File: src/rtl/foc_spd_pkg.sv
// foc_spd_pkg: shared widths, fixed-point constants, register codes and types
// for the sinusoidal pwm duty pipeline. no dependencies.

package foc_spd_pkg;

    localparam int PHASE_BITS_DEF      = 16;
    localparam int SINE_TABLE_BITS_DEF = 10;
    localparam int DUTY_MAX_DEF        = 255;

    localparam int Q_W     = 16;
    localparam int ANG_W   = 16;
    localparam int SUP_W   = 16;
    localparam int DUTY_W  = 8;
    localparam int CFG_W   = 16;
    localparam int CFG_IDX_W = 1;

    localparam int MAG_W   = 17;
    localparam int SIN_W   = 18;
    localparam int FRAC    = 16;
    localparam int PROD_W  = 34;
    localparam int U_W     = 52;
    localparam int M_W     = 41;
    localparam int M_SHIFT = 8;
    localparam int N_SHIFT = 25;
    localparam int HALF_SHIFT = 32;
    localparam int FULL_SHIFT = 33;
    localparam int ALPHA_A_SHIFT  = 17;
    localparam int ALPHA_BC_SHIFT = 16;

    localparam int X_MAX     = 65536;
    localparam int POLY_C1   = 102944;
    localparam int POLY_C2   = 42334;
    localparam int POLY_C3   = 5223;
    localparam int SQRT3_Q16 = 113512;

    localparam logic [SUP_W-1:0] SUPPLY_RESET = 16'd3072;
    localparam logic [ANG_W-1:0] OFFSET_RESET = 16'd0;

    typedef enum logic [CFG_IDX_W-1:0] {
        REG_SUPPLY = 1'b0,
        REG_OFFSET = 1'b1
    } t_reg_idx;

    typedef logic [MAG_W-1:0]        t_mag;
    typedef logic signed [SIN_W-1:0] t_sin;

    typedef struct packed {
        logic       zero_v;
        logic [2:0] low;
        logic [2:0] high;
    } t_duty_flags;

endpackage

File: src/rtl/foc_spd_div.sv
// foc_spd_div: restoring divide of the scaled numerator by the supply, one
// quotient bit per stage, three lanes side by side. depends on foc_spd_pkg.

module foc_spd_div #(
    parameter int DUTY_MAX = foc_spd_pkg::DUTY_MAX_DEF
) (
    input  logic                                i_clk,
    input  logic                                i_rst_n,
    input  logic                                i_en,
    input  logic                                i_valid,
    input  logic [2:0][$clog2(DUTY_MAX)+foc_spd_pkg::SUP_W-1:0] i_num,
    input  foc_spd_pkg::t_duty_flags            i_flags,
    input  logic [foc_spd_pkg::SUP_W-1:0]       i_supply,
    output logic                                o_valid,
    output logic [2:0][$clog2(DUTY_MAX)-1:0]    o_quo,
    output foc_spd_pkg::t_duty_flags            o_flags
);
    import foc_spd_pkg::*;

    localparam int QW  = $clog2(DUTY_MAX);
    localparam int NPW = QW + SUP_W;

    logic [QW-1:0]               r_vld;
    t_duty_flags                 r_flg [QW];
    logic [2:0][SUP_W-1:0]       r_rem [QW];
    logic [2:0][QW-1:0]          r_num [QW];
    logic [2:0][QW-1:0]          r_quo [QW];

    logic [QW:0]                 p_vld;
    t_duty_flags                 p_flg [QW+1];
    logic [2:0][SUP_W-1:0]       p_rem [QW+1];
    logic [2:0][QW-1:0]          p_num [QW+1];
    logic [2:0][QW-1:0]          p_quo [QW+1];

    logic [2:0][SUP_W-1:0]       n_rem [QW];
    logic [2:0][QW-1:0]          n_num [QW];
    logic [2:0][QW-1:0]          n_quo [QW];

    always_comb begin
        logic [SUP_W:0] t;
        logic           ge;
        p_vld[0] = i_valid;
        p_flg[0] = i_flags;
        for (int k = 0; k < 3; k++) begin
            p_rem[0][k] = i_num[k][NPW-1:QW];
            p_num[0][k] = i_num[k][QW-1:0];
            p_quo[0][k] = '0;
        end
        for (int j = 1; j <= QW; j++) begin
            p_vld[j] = r_vld[j-1];
            p_flg[j] = r_flg[j-1];
            p_rem[j] = r_rem[j-1];
            p_num[j] = r_num[j-1];
            p_quo[j] = r_quo[j-1];
        end
        for (int j = 0; j < QW; j++) begin
            for (int k = 0; k < 3; k++) begin
                t  = {p_rem[j][k], p_num[j][k][QW-1]};
                ge = (t >= {1'b0, i_supply});
                n_rem[j][k] = ge ? SUP_W'(t - {1'b0, i_supply}) : t[SUP_W-1:0];
                n_num[j][k] = p_num[j][k] << 1;
                n_quo[j][k] = {p_quo[j][k][QW-2:0], ge};
            end
        end
    end

    always_ff @(posedge i_clk) begin
        if (!i_rst_n) begin
            r_vld <= '0;
        end else if (i_en) begin
            r_vld <= p_vld[QW-1:0];
        end
    end

    always_ff @(posedge i_clk) begin
        if (i_en) begin
            for (int j = 0; j < QW; j++) begin
                r_flg[j] <= p_flg[j];
                r_rem[j] <= n_rem[j];
                r_num[j] <= n_num[j];
                r_quo[j] <= n_quo[j];
            end
        end
    end

    assign o_valid = p_vld[QW];
    assign o_flags = p_flg[QW];
    assign o_quo   = p_quo[QW];

endmodule

File: config.mk
export PLATFORM = sky130hd
export DESIGN_NAME = foc_spd_div
export DESIGN_NICKNAME = d
export VERILOG_FILES = /design/src/rtl/foc_spd_pkg.sv /design/src/rtl/foc_spd_div.sv
export SDC_FILE = /design/constraint.sdc
export NUM_CORES = 1
export LEC_CHECK = 0
export BUFFER_PORTS_ARGS = -buffer_cell sky130_fd_sc_hd__buf_2
export CORE_MARGIN = 2
export CORE_UTILIZATION = 57
export DETAILED_ROUTE_END_ITERATION = 8
export HOLD_SLACK_MARGIN = 0.05
export PLACE_DENSITY = 0.77
export REMOVE_ABC_BUFFERS = 1
export SYNTH_ARGS = -nofsm -noshare
export SYNTH_HDL_FRONTEND = slang
export SYNTH_SLANG_ARGS = --single-unit
File: constraint.sdc
create_clock -name i_clk -period 3.55 [get_ports i_clk]
set_input_delay 0.1775 -clock i_clk [delete_from_list [all_inputs] [get_ports i_clk]]
set_output_delay 0.1775 -clock i_clk [all_outputs]
set_load 0.03 [all_outputs]
## After elaboration in Yosys (flattened, before gate mapping)

Memory sizes are Yosys's and may differ from the RTL's.
Index checks and enable logic that the tools add are counted.

| storage, ports and cells | value |
|---|---|
| register bits after elaboration | 8 |
| word-level logic and storage cells | 79 |
| memories kept | 4 |
| bits in writable memories | 800 |

Memories:

| memory | words | bits a word | read ports | clocked after memory_dff | write ports | RTL line | source |
|---|---|---|---|---|---|---|---|
| r_rem | 8 | 48 | 7 | 0 | 8 | foc_spd_div.sv:25 | `logic [2:0][SUP_W-1:0] r_rem [QW];` |
| r_quo | 8 | 24 | 8 | 0 | 8 | foc_spd_div.sv:27 | `logic [2:0][QW-1:0] r_quo [QW];` |
| r_num | 8 | 21 | 7 | 0 | 8 | foc_spd_div.sv:26 | `logic [2:0][QW-1:0] r_num [QW];` |
| r_flg | 8 | 7 | 8 | 0 | 8 | foc_spd_div.sv:24 | `t_duty_flags r_flg [QW];` |

| cells by class | value |
|---|---|
| mux-type cells | 26 |
| $add $sub $neg | 24 |
| magnitude comparators | 24 |

Operators by type and width:

| kind | count |
|---|---|
| $ge 17x16->1 | 24 |
| $mux 16 | 24 |
| $sub 16x16->16 | 24 |
| $mux 1 | 2 |

## Longest topological paths before layout

Gate-level depths: netlist (run 1).
An unclocked memory read counts as a cell.

| depth | value |
|---|---|
| depth after elaboration | 3 |
| depth in mapped cells | 13 |
| mapped depth without buffers | 11 |

## Least setup slack after synthesis (run 1)

Ideal clock, no wire load.

| timing path | value |
|---|---|
| path kind | input to register |
| start point | input i_supply[1] in the netlist's numbering |
| end point | memory r_rem[1][24] in the netlist's numbering (data pin) |
| slack | 0.138 ns |
| cell stages on the path | 11 |
| arrival | 3.152 ns |
| path buffers | 1 |
| cell sequence | inv_1 -> ha_1 -> nor2b_1 -> o31a_1 -> o31a_1 -> a221o_1 -> or3_4 -> a31oi_4 -> a31oi_4 -> buf_6 -> mux2_4 |

RTL lines:

| item | RTL line | source |
|---|---|---|
| from (decl) | foc_spd_div.sv:13 | `input logic [foc_spd_pkg::SUP_W-1:0] i_supply,` |
| to (decl) | foc_spd_div.sv:25 |  |

==> results of run 1 <==
routing by layer:
| metal | up-vias | share of wire (%) | wire length (µm) | GRT usage (%) |
|---|---|---|---|---|
| met5 | - | 0 | 0 | 0 |
| met4 | 0 | 3.2 | 2550 | 8.84 |
| met3 | 136 | 5.6 | 4510 | 3.03 |
| met2 | 779 | 45 | 35900 | 36.4 |
| met1 | 12600 | 46 | 37300 | 33.5 |
| li1 | 13200 | - | - | - |
power groups by stage:
stage	logic, µW	registers (µW)	clock network, µW
4_1_cts	15000	11600	6760
2_1_floorplan	11700	11400	0
6_report	15200	11600	6610
5_1_grt	16900	11800	7030
3_5_place_dp	14800	11700	0
3_3_place_gp	14500	11700	0
stage by stage:
step / utilization, % / TNS [ns]
after global placement: 61.1 / 0
after detailed placement: 61.1 / 0
after CTS: 65.5 / 0
final: 65.5 / 0
after floorplan: - / -24.72
after global routing: 65.5 / 0
area by class of cell:
cell class | count | area (µm²) | area share [%]
clock buffers | 77 | 1710 | 3.99
inverters | 116 | 435 | 1.01
well taps | 864 | 1080 | 2.52
clock inverters | 45 | 375 | 0.873
flip-flops and latches | 592 | 17700 | 41.2
multi-input cells | 2523 | 19300 | 45.0
repair buffers | 299 | 2330 | 5.42
cell usage after synthesis (19+ instances only):
cell      count
a21boi_0     19
nor2_1      243
o21a_1       81
nor3_1       49
a211oi_1     25
ha_1        384
a21o_1       86
o211ai_1     19
clkbuf_1     38
nand2_1     155
fa_1         21
nand2b_1     47
nand3_1      44
xor2_1       81
a21oi_1     260
nand4_1      42
mux2i_1      33
inv_1       116
o31a_1       30
o21ai_0     215
mux2_2      196
edfxtp_1    584
xnor2_1     151
nor2b_1      70
a31oi_1      35
flip-flops by register name (all words and copies together), names as in the netlist:
register,flops
r_num,84
r_rem,336
r_vld,8
r_flg,56
r_quo,108
cell usage in the layout (no fill, tap or decap), types with 16 or more instances in the layout:
cell	Yosys	routed
clkinv_1	0	19
nand2_1	155	155
nor2b_1	70	70
inv_1	116	116
and4_1	17	17
buf_12	0	16
o211ai_1	19	19
nand2b_1	47	47
o21a_1	81	81
xor2_1	81	81
a31oi_1	35	35
dlygate4sd3_1	0	80
edfxtp_1	584	584
mux2i_1	33	33
o31a_1	30	30
nor3_1	49	49
nand4_1	42	42
buf_4	8	73
o31ai_1	18	18
buf_2	4	129
a211oi_1	25	25
a21boi_0	19	19
nand3_1	44	44
xnor2_1	151	151
mux2_2	196	196
o21ai_0	215	215
clkbuf_16	0	67
fa_1	21	21
a21o_1	86	86
ha_1	384	384
a21oi_1	260	257
nor2_1	243	243
path summary, 6_finish.rpt:
path / end / slack [ns] / cells past startpoint
worst min register to register: r_quo[1][91] / 0.40 / 0
worst max-delay path: r_rem[2][43] / 0.19 / 8
worst max register to register: r_rem[2][43] / 0.19 / 8
worst min-delay path: r_quo[0][16] / 0.21 / 5
timing repair:
item,4_1_cts,5_1_grt
hold endpoints to repair,92,0
hold buffers,80,0
buffers inserted,0,0
logic make-up after synthesis:
group | synth area share, %
buffers and inverters | 1.81
adders and majority gates | 13.9
AOI/OAI and AO/OA | 15.2
muxes | 7.01
xor gates and xnor gates | 5.39
DFF | 47.0
and+or+nand+nor | 9.75
worst reg2reg max path, cell delays in order (launching register included):
cell and delay, ns:
edfxtp_1 0.41, ha_1 0.36, a21o_1 0.18, a21o_1 0.17
a21oi_1 0.19, nor2_1 0.06, a2111oi_0 0.82, o31ai_2 0.50
mux2_2 0.42
==> flow_summary.json, run 1 <==
{
  "path_cells": "ha_1 > a21o_1 > a21o_1 > a21oi_1 > nor2_1 > a2111oi_0 > o31ai_2 > mux2_2",
  "dp_slack_ns": 0.0434,
  "p_leak_uw": 0.0171,
  "drive_gt1_share_pct": 15.2,
  "worstMarginPinSlew_ns": 1.29,
  "cts_buffers": 67,
  "yosysWarnings": 0,
  "seq_area_frac_synth_pct": 47.0,
  "wl_per_cell_um": 17.8,
  "path_max_fanout": 16,
  "post-dp-hpwl_mm": 57.3,
  "critPathTopFamily": "compound AO/OA/AOI/OAI gates",
  "die_x_um": 261,
  "drt-total-wl_mm": 80.3,
  "path_buf_inv": 0,
  "endpoint_kind": "register",
  "cp.required_ns": 3.90,
  "placed_cells": 4314,
  "maxCapViolations": 0,
  "synth_cells": 3285,
  "yosysTopAreaCell": "edfxtp_1",
  "core_area_um2": 65600,
  "grt_overflow_total": 0,
  "crit_arrival_ns": 3.71,
  "grt_start_max_net_pins": 102,
  "ys_ff_latch": 592,
  "grt_use_total_pct": 23.4,
  "grt_pass1_vias": 25200,
  "antenna_cells": 0,
  "swShare_pct": 34.8,
  "seqPwrFrac_pct": 34.8,
  "worst_setup_path_start_kind": "register",
  "maxSlewViolCount": 0,
  "synth_area_leaders": "edfxtp_1 47%, ha_1 13%, mux2_2 5.9%, xnor2_1 3.5%, a21oi_1 3.5%",
  "routed_via_density": 5.92,
  "clock_skew_ns": 0.0214,
  "synth_area_per_cell_um2": 11.5,
  "power_frac_comb_pct": 45.4,
  "drt_iter0_drc": 1980,
  "p_clk_share_pct": 19.8,
  "area_growth_pct": 14.0,
  "rsz0062_at_grt": "false",
  "min-delay-start": "i_num[71]",
  "cp_common_cell": "a21o_1",
  "portBuffers": 130,
  "critPathKind": "register to register",
  "post_cts_resized": 0,
  "synth_area_um2": 37700,
  "final.min_clock_period_ns": 3.36,
  "max_freq_mhz": 298,
  "cellInternalPower_uw": 21800,
  "num_vias": 26700,
  "dieArea_um2": 68200,
  "netlist.area_leader.share_pct": 46.5,
  "fin_crit_sh_pct": 94.7,
  "instances_no_fill": 4516,
  "slowest_delay_ns": 0.82,
  "async_flop_share_pct": 0,
  "status": "finished clean",
  "ant_nets": 0,
  "clk_latency_ns": 0.61,
  "htree_num_levels": 3,
  "total_power_uw": 33400,
  "rows": 94,
  "p_per_area_nw_per_um2": 776,
  "gp_congestion": 0.919,
  "cts_sinks": 592,
  "place_area_um2": 40100,
  "slowest_stage": "a2111oi_0",
  "p_sw_uw": 11600,
  "ios": 131,
  "fin_ws_ns": 0.190,
  "fill_cells": 4987,
  "die_h_um": 261,
  "synth_edf_count": 584,
  "synth_cell_type_count": 79,
  "final_area_um2": 43000,
  "crit_path_start": "r_rem[1][41]",
  "fin_hold_ws_ns": 0.207,
  "tritoncts": "done",
  "ir_worst_vdd_mv": 0.393,
  "drcViolationCount": 0,
  "clock-root-buffer": "clkbuf_16",
  "final_nets": 4103,
  "synth_flop_cell": "edfxtp_1",
  "clk_pin_slew_ns": 0.06,
  "clock_path_buffers": 3,
  "setup_viol": 0,
  "hold_path_class": "input pin to register",
  "grt_pass1_wl_mm": 128,
  "start_util_pct": 57.4,
  "drt_pre_antenna_iters": 5,
  "relSlewSlack_pct": 13.2,
  "antenna_found_initial": 1,
  "rr_startpoint": "r_rem[1][41]",
  "hold_viol_final": 0
}
(Power assumes the default switching activity.)
==> run 2, diff against run 1 <==
--- a/config.mk
+++ b/config.mk
@@ -10,7 +10,7 @@
 export CORE_UTILIZATION = 57
 export DETAILED_ROUTE_END_ITERATION = 8
 export HOLD_SLACK_MARGIN = 0.05
-export PLACE_DENSITY = 0.77
+export PLACE_DENSITY = 0.89
 export REMOVE_ABC_BUFFERS = 1
 export SYNTH_ARGS = -nofsm -noshare
 export SYNTH_HDL_FRONTEND = slang
==> flow_summary.json, run 2 (synthesized netlist as in run 1, its figures left out) <==
{
  "status": "finished clean",
  "endpoint_kind": "register",
  "hold_viol_final": 0,
  "post_cts_resized": 0,
  "crit_arrival_ns": 3.71,
  "relSlewSlack_pct": 28.8,
  "cts_sinks": 592,
  "wl_per_cell_um": 19.8,
  "largest_reg_flops": 336,
  "ir_worst_vdd_mv": 0.477,
  "fin_crit_sh_pct": 93.6,
  "grt_start_max_net_pins": 89,
  "gp_congestion": 0.968,
  "post-dp-hpwl_mm": 62.2,
  "rr_startpoint": "r_num[0][13]",
  "rsz0062_at_grt": "false",
  "clock-root-buffer": "clkbuf_16",
  "cp.required_ns": 3.94,
  "grt_pass1_wl_mm": 141,
  "drt_iter0_drc": 2581,
  "clock_skew_ns": 0.0320,
  "critPathCapture": "r_rem[1][28]",
  "crit_path_start": "r_num[0][13]",
  "setup_viol": 0,
  "drive_gt1_share_pct": 15.3,
  "clk_pin_slew_ns": 0.06,
  "portBuffers": 130,
  "largest_register": "r_rem",
  "r2r_cells": 10,
  "slowest_delay_ns": 0.39,
  "final.min_clock_period_ns": 3.32,
  "antenna_found_initial": 0,
  "p_leak_uw": 0.0171,
  "path_max_fanout": 17,
  "core_area_um2": 65600,
  "rows": 94,
  "grt_use_total_pct": 25.7,
  "clock_path_buffers": 3,
  "r2r_slack_ns": 0.23,
  "ant_nets": 0,
  "dieArea_um2": 68200,
  "hold_path_class": "input pin to register",
  "maxCapViolations": 0,
  "worstMarginPinSlew_ns": 1.07,
  "grt_overflow_total": 0,
  "largestRegisters": "r_rem: 336 flops, r_quo: 108 flops, r_num: 84 flops",
  "die_h_um": 261,
  "antenna_cells": 0,
  "max_freq_mhz": 301,
  "worst_setup_path_start_kind": "register",
  "start_util_pct": 57.4,
  "path_cells": "inv_1 > ha_1 > nor2b_1 > o31a_1 > o31a_1 > a221o_1 > or3_4 > a31oi_4 > a31oi_4 > mux2_4",
  "final_common_cell": "edfxtp_1",
  "maxSlewViolCount": 0,
  "grt_pass1_vias": 27500,
  "ios": 131,
  "slowest_stage": "mux2_4",
  "tns_ns": 0,
  "p_per_area_nw_per_um2": 789,
  "final_cell_mix": "584 x edfxtp_1, 384 x ha_1, 257 x a21oi_1",
  "area_growth_pct": 13.9,
  "drcViolationCount": 0,
  "num_vias": 28100,
  "critPathKind": "register to register",
  "clk_latency_ns": 0.64,
  "cts_buffers": 60,
  "die_x_um": 261,
  "routed_via_density": 6.25,
  "tritoncts": "done",
  "drt_pre_antenna_iters": 6,
  "final_nets": 4089,
  "total_power_uw": 33900,
  "htree_num_levels": 2,
  "r2r_end": "r_rem[1][28]",
  "drt-total-wl_mm": 89.1
}
-- run 2: area by class of cell --
cell class	count	area (µm²)
fillers	4603	22700
multi-input cells	2523	19300
flip-flops and latches	592	17700
repair buffers	292	2350
clock buffers	66	1570
well taps	864	1080
clock inverters	47	450
inverters	116	435
-- run 2: per-stage QoR --
| stage | instances | setup slack, ns | hold slack (ns) | cell area (µm²) | util, % |
|---|---|---|---|---|---|
| floorplan | 3231 | -1.47 | 0.276 | 37400 | - |
| global placement | 4309 | 0.249 | 0.354 | 40100 | 61.1 |
| detailed placement | 4309 | 0.169 | 0.356 | 40100 | 61.1 |
| CTS | 4500 | 0.237 | 0.0757 | 42900 | 65.4 |
| global route | 4500 | 0.0371 | 0.0898 | 42900 | 65.4 |
| finish | 4500 | 0.226 | 0.0461 | 42900 | 65.4 |
-- run 2: where the power goes --
group / switching (µW) / leakage, µW / internal, µW / total [µW]
clock: 2830 / 0.000973 / 3650 / 6480
combinational: 8260 / 0.0103 / 7340 / 15600
sequential: 1130 / 0.00576 / 10600 / 11800
-- run 2: critical path: cells and delay by family, from the launching register on --
kind | cells | cell delay, ns
compound gates | 5 | 1.48
fa+ha+maj | 1 | 0.28
buf+inv | 1 | 0.14
flops | 1 | 0.36
mux | 1 | 0.39
simple gates | 2 | 0.42
-- run 2: timing repair --
| action | CTS | global route |
|---|---|---|
| hold buffers | 78 | 0 |
| buffers inserted | 0 | 0 |
| endpoints found under the hold margin | 84 | 0 |
-- run 2: how the worst min path moves through the flow --
stage,startpoint,end,cells after the start
after floorplan,i_flags[0],r_flg[0][0],0
after global placement,i_flags[1],r_flg[0][1],1
after detailed placement,i_num[30],r_num[0][13],1
after CTS,i_en,r_flg[1][15],1
after global routing,i_en,r_flg[1][22],1
final,i_en,r_flg[1][22],1
-- run 2: per-layer routing --
layer / part of all wire (%) / vias up / global-route usage (%)
met3: 7.7 / 252 / 3.66
met1: 40 / 13400 / 33.3
met2: 47 / 1282 / 43.2
li1: - / 13200 / -
met4: 4.6 / 0 / 11.4
met5: 0 / - / 0
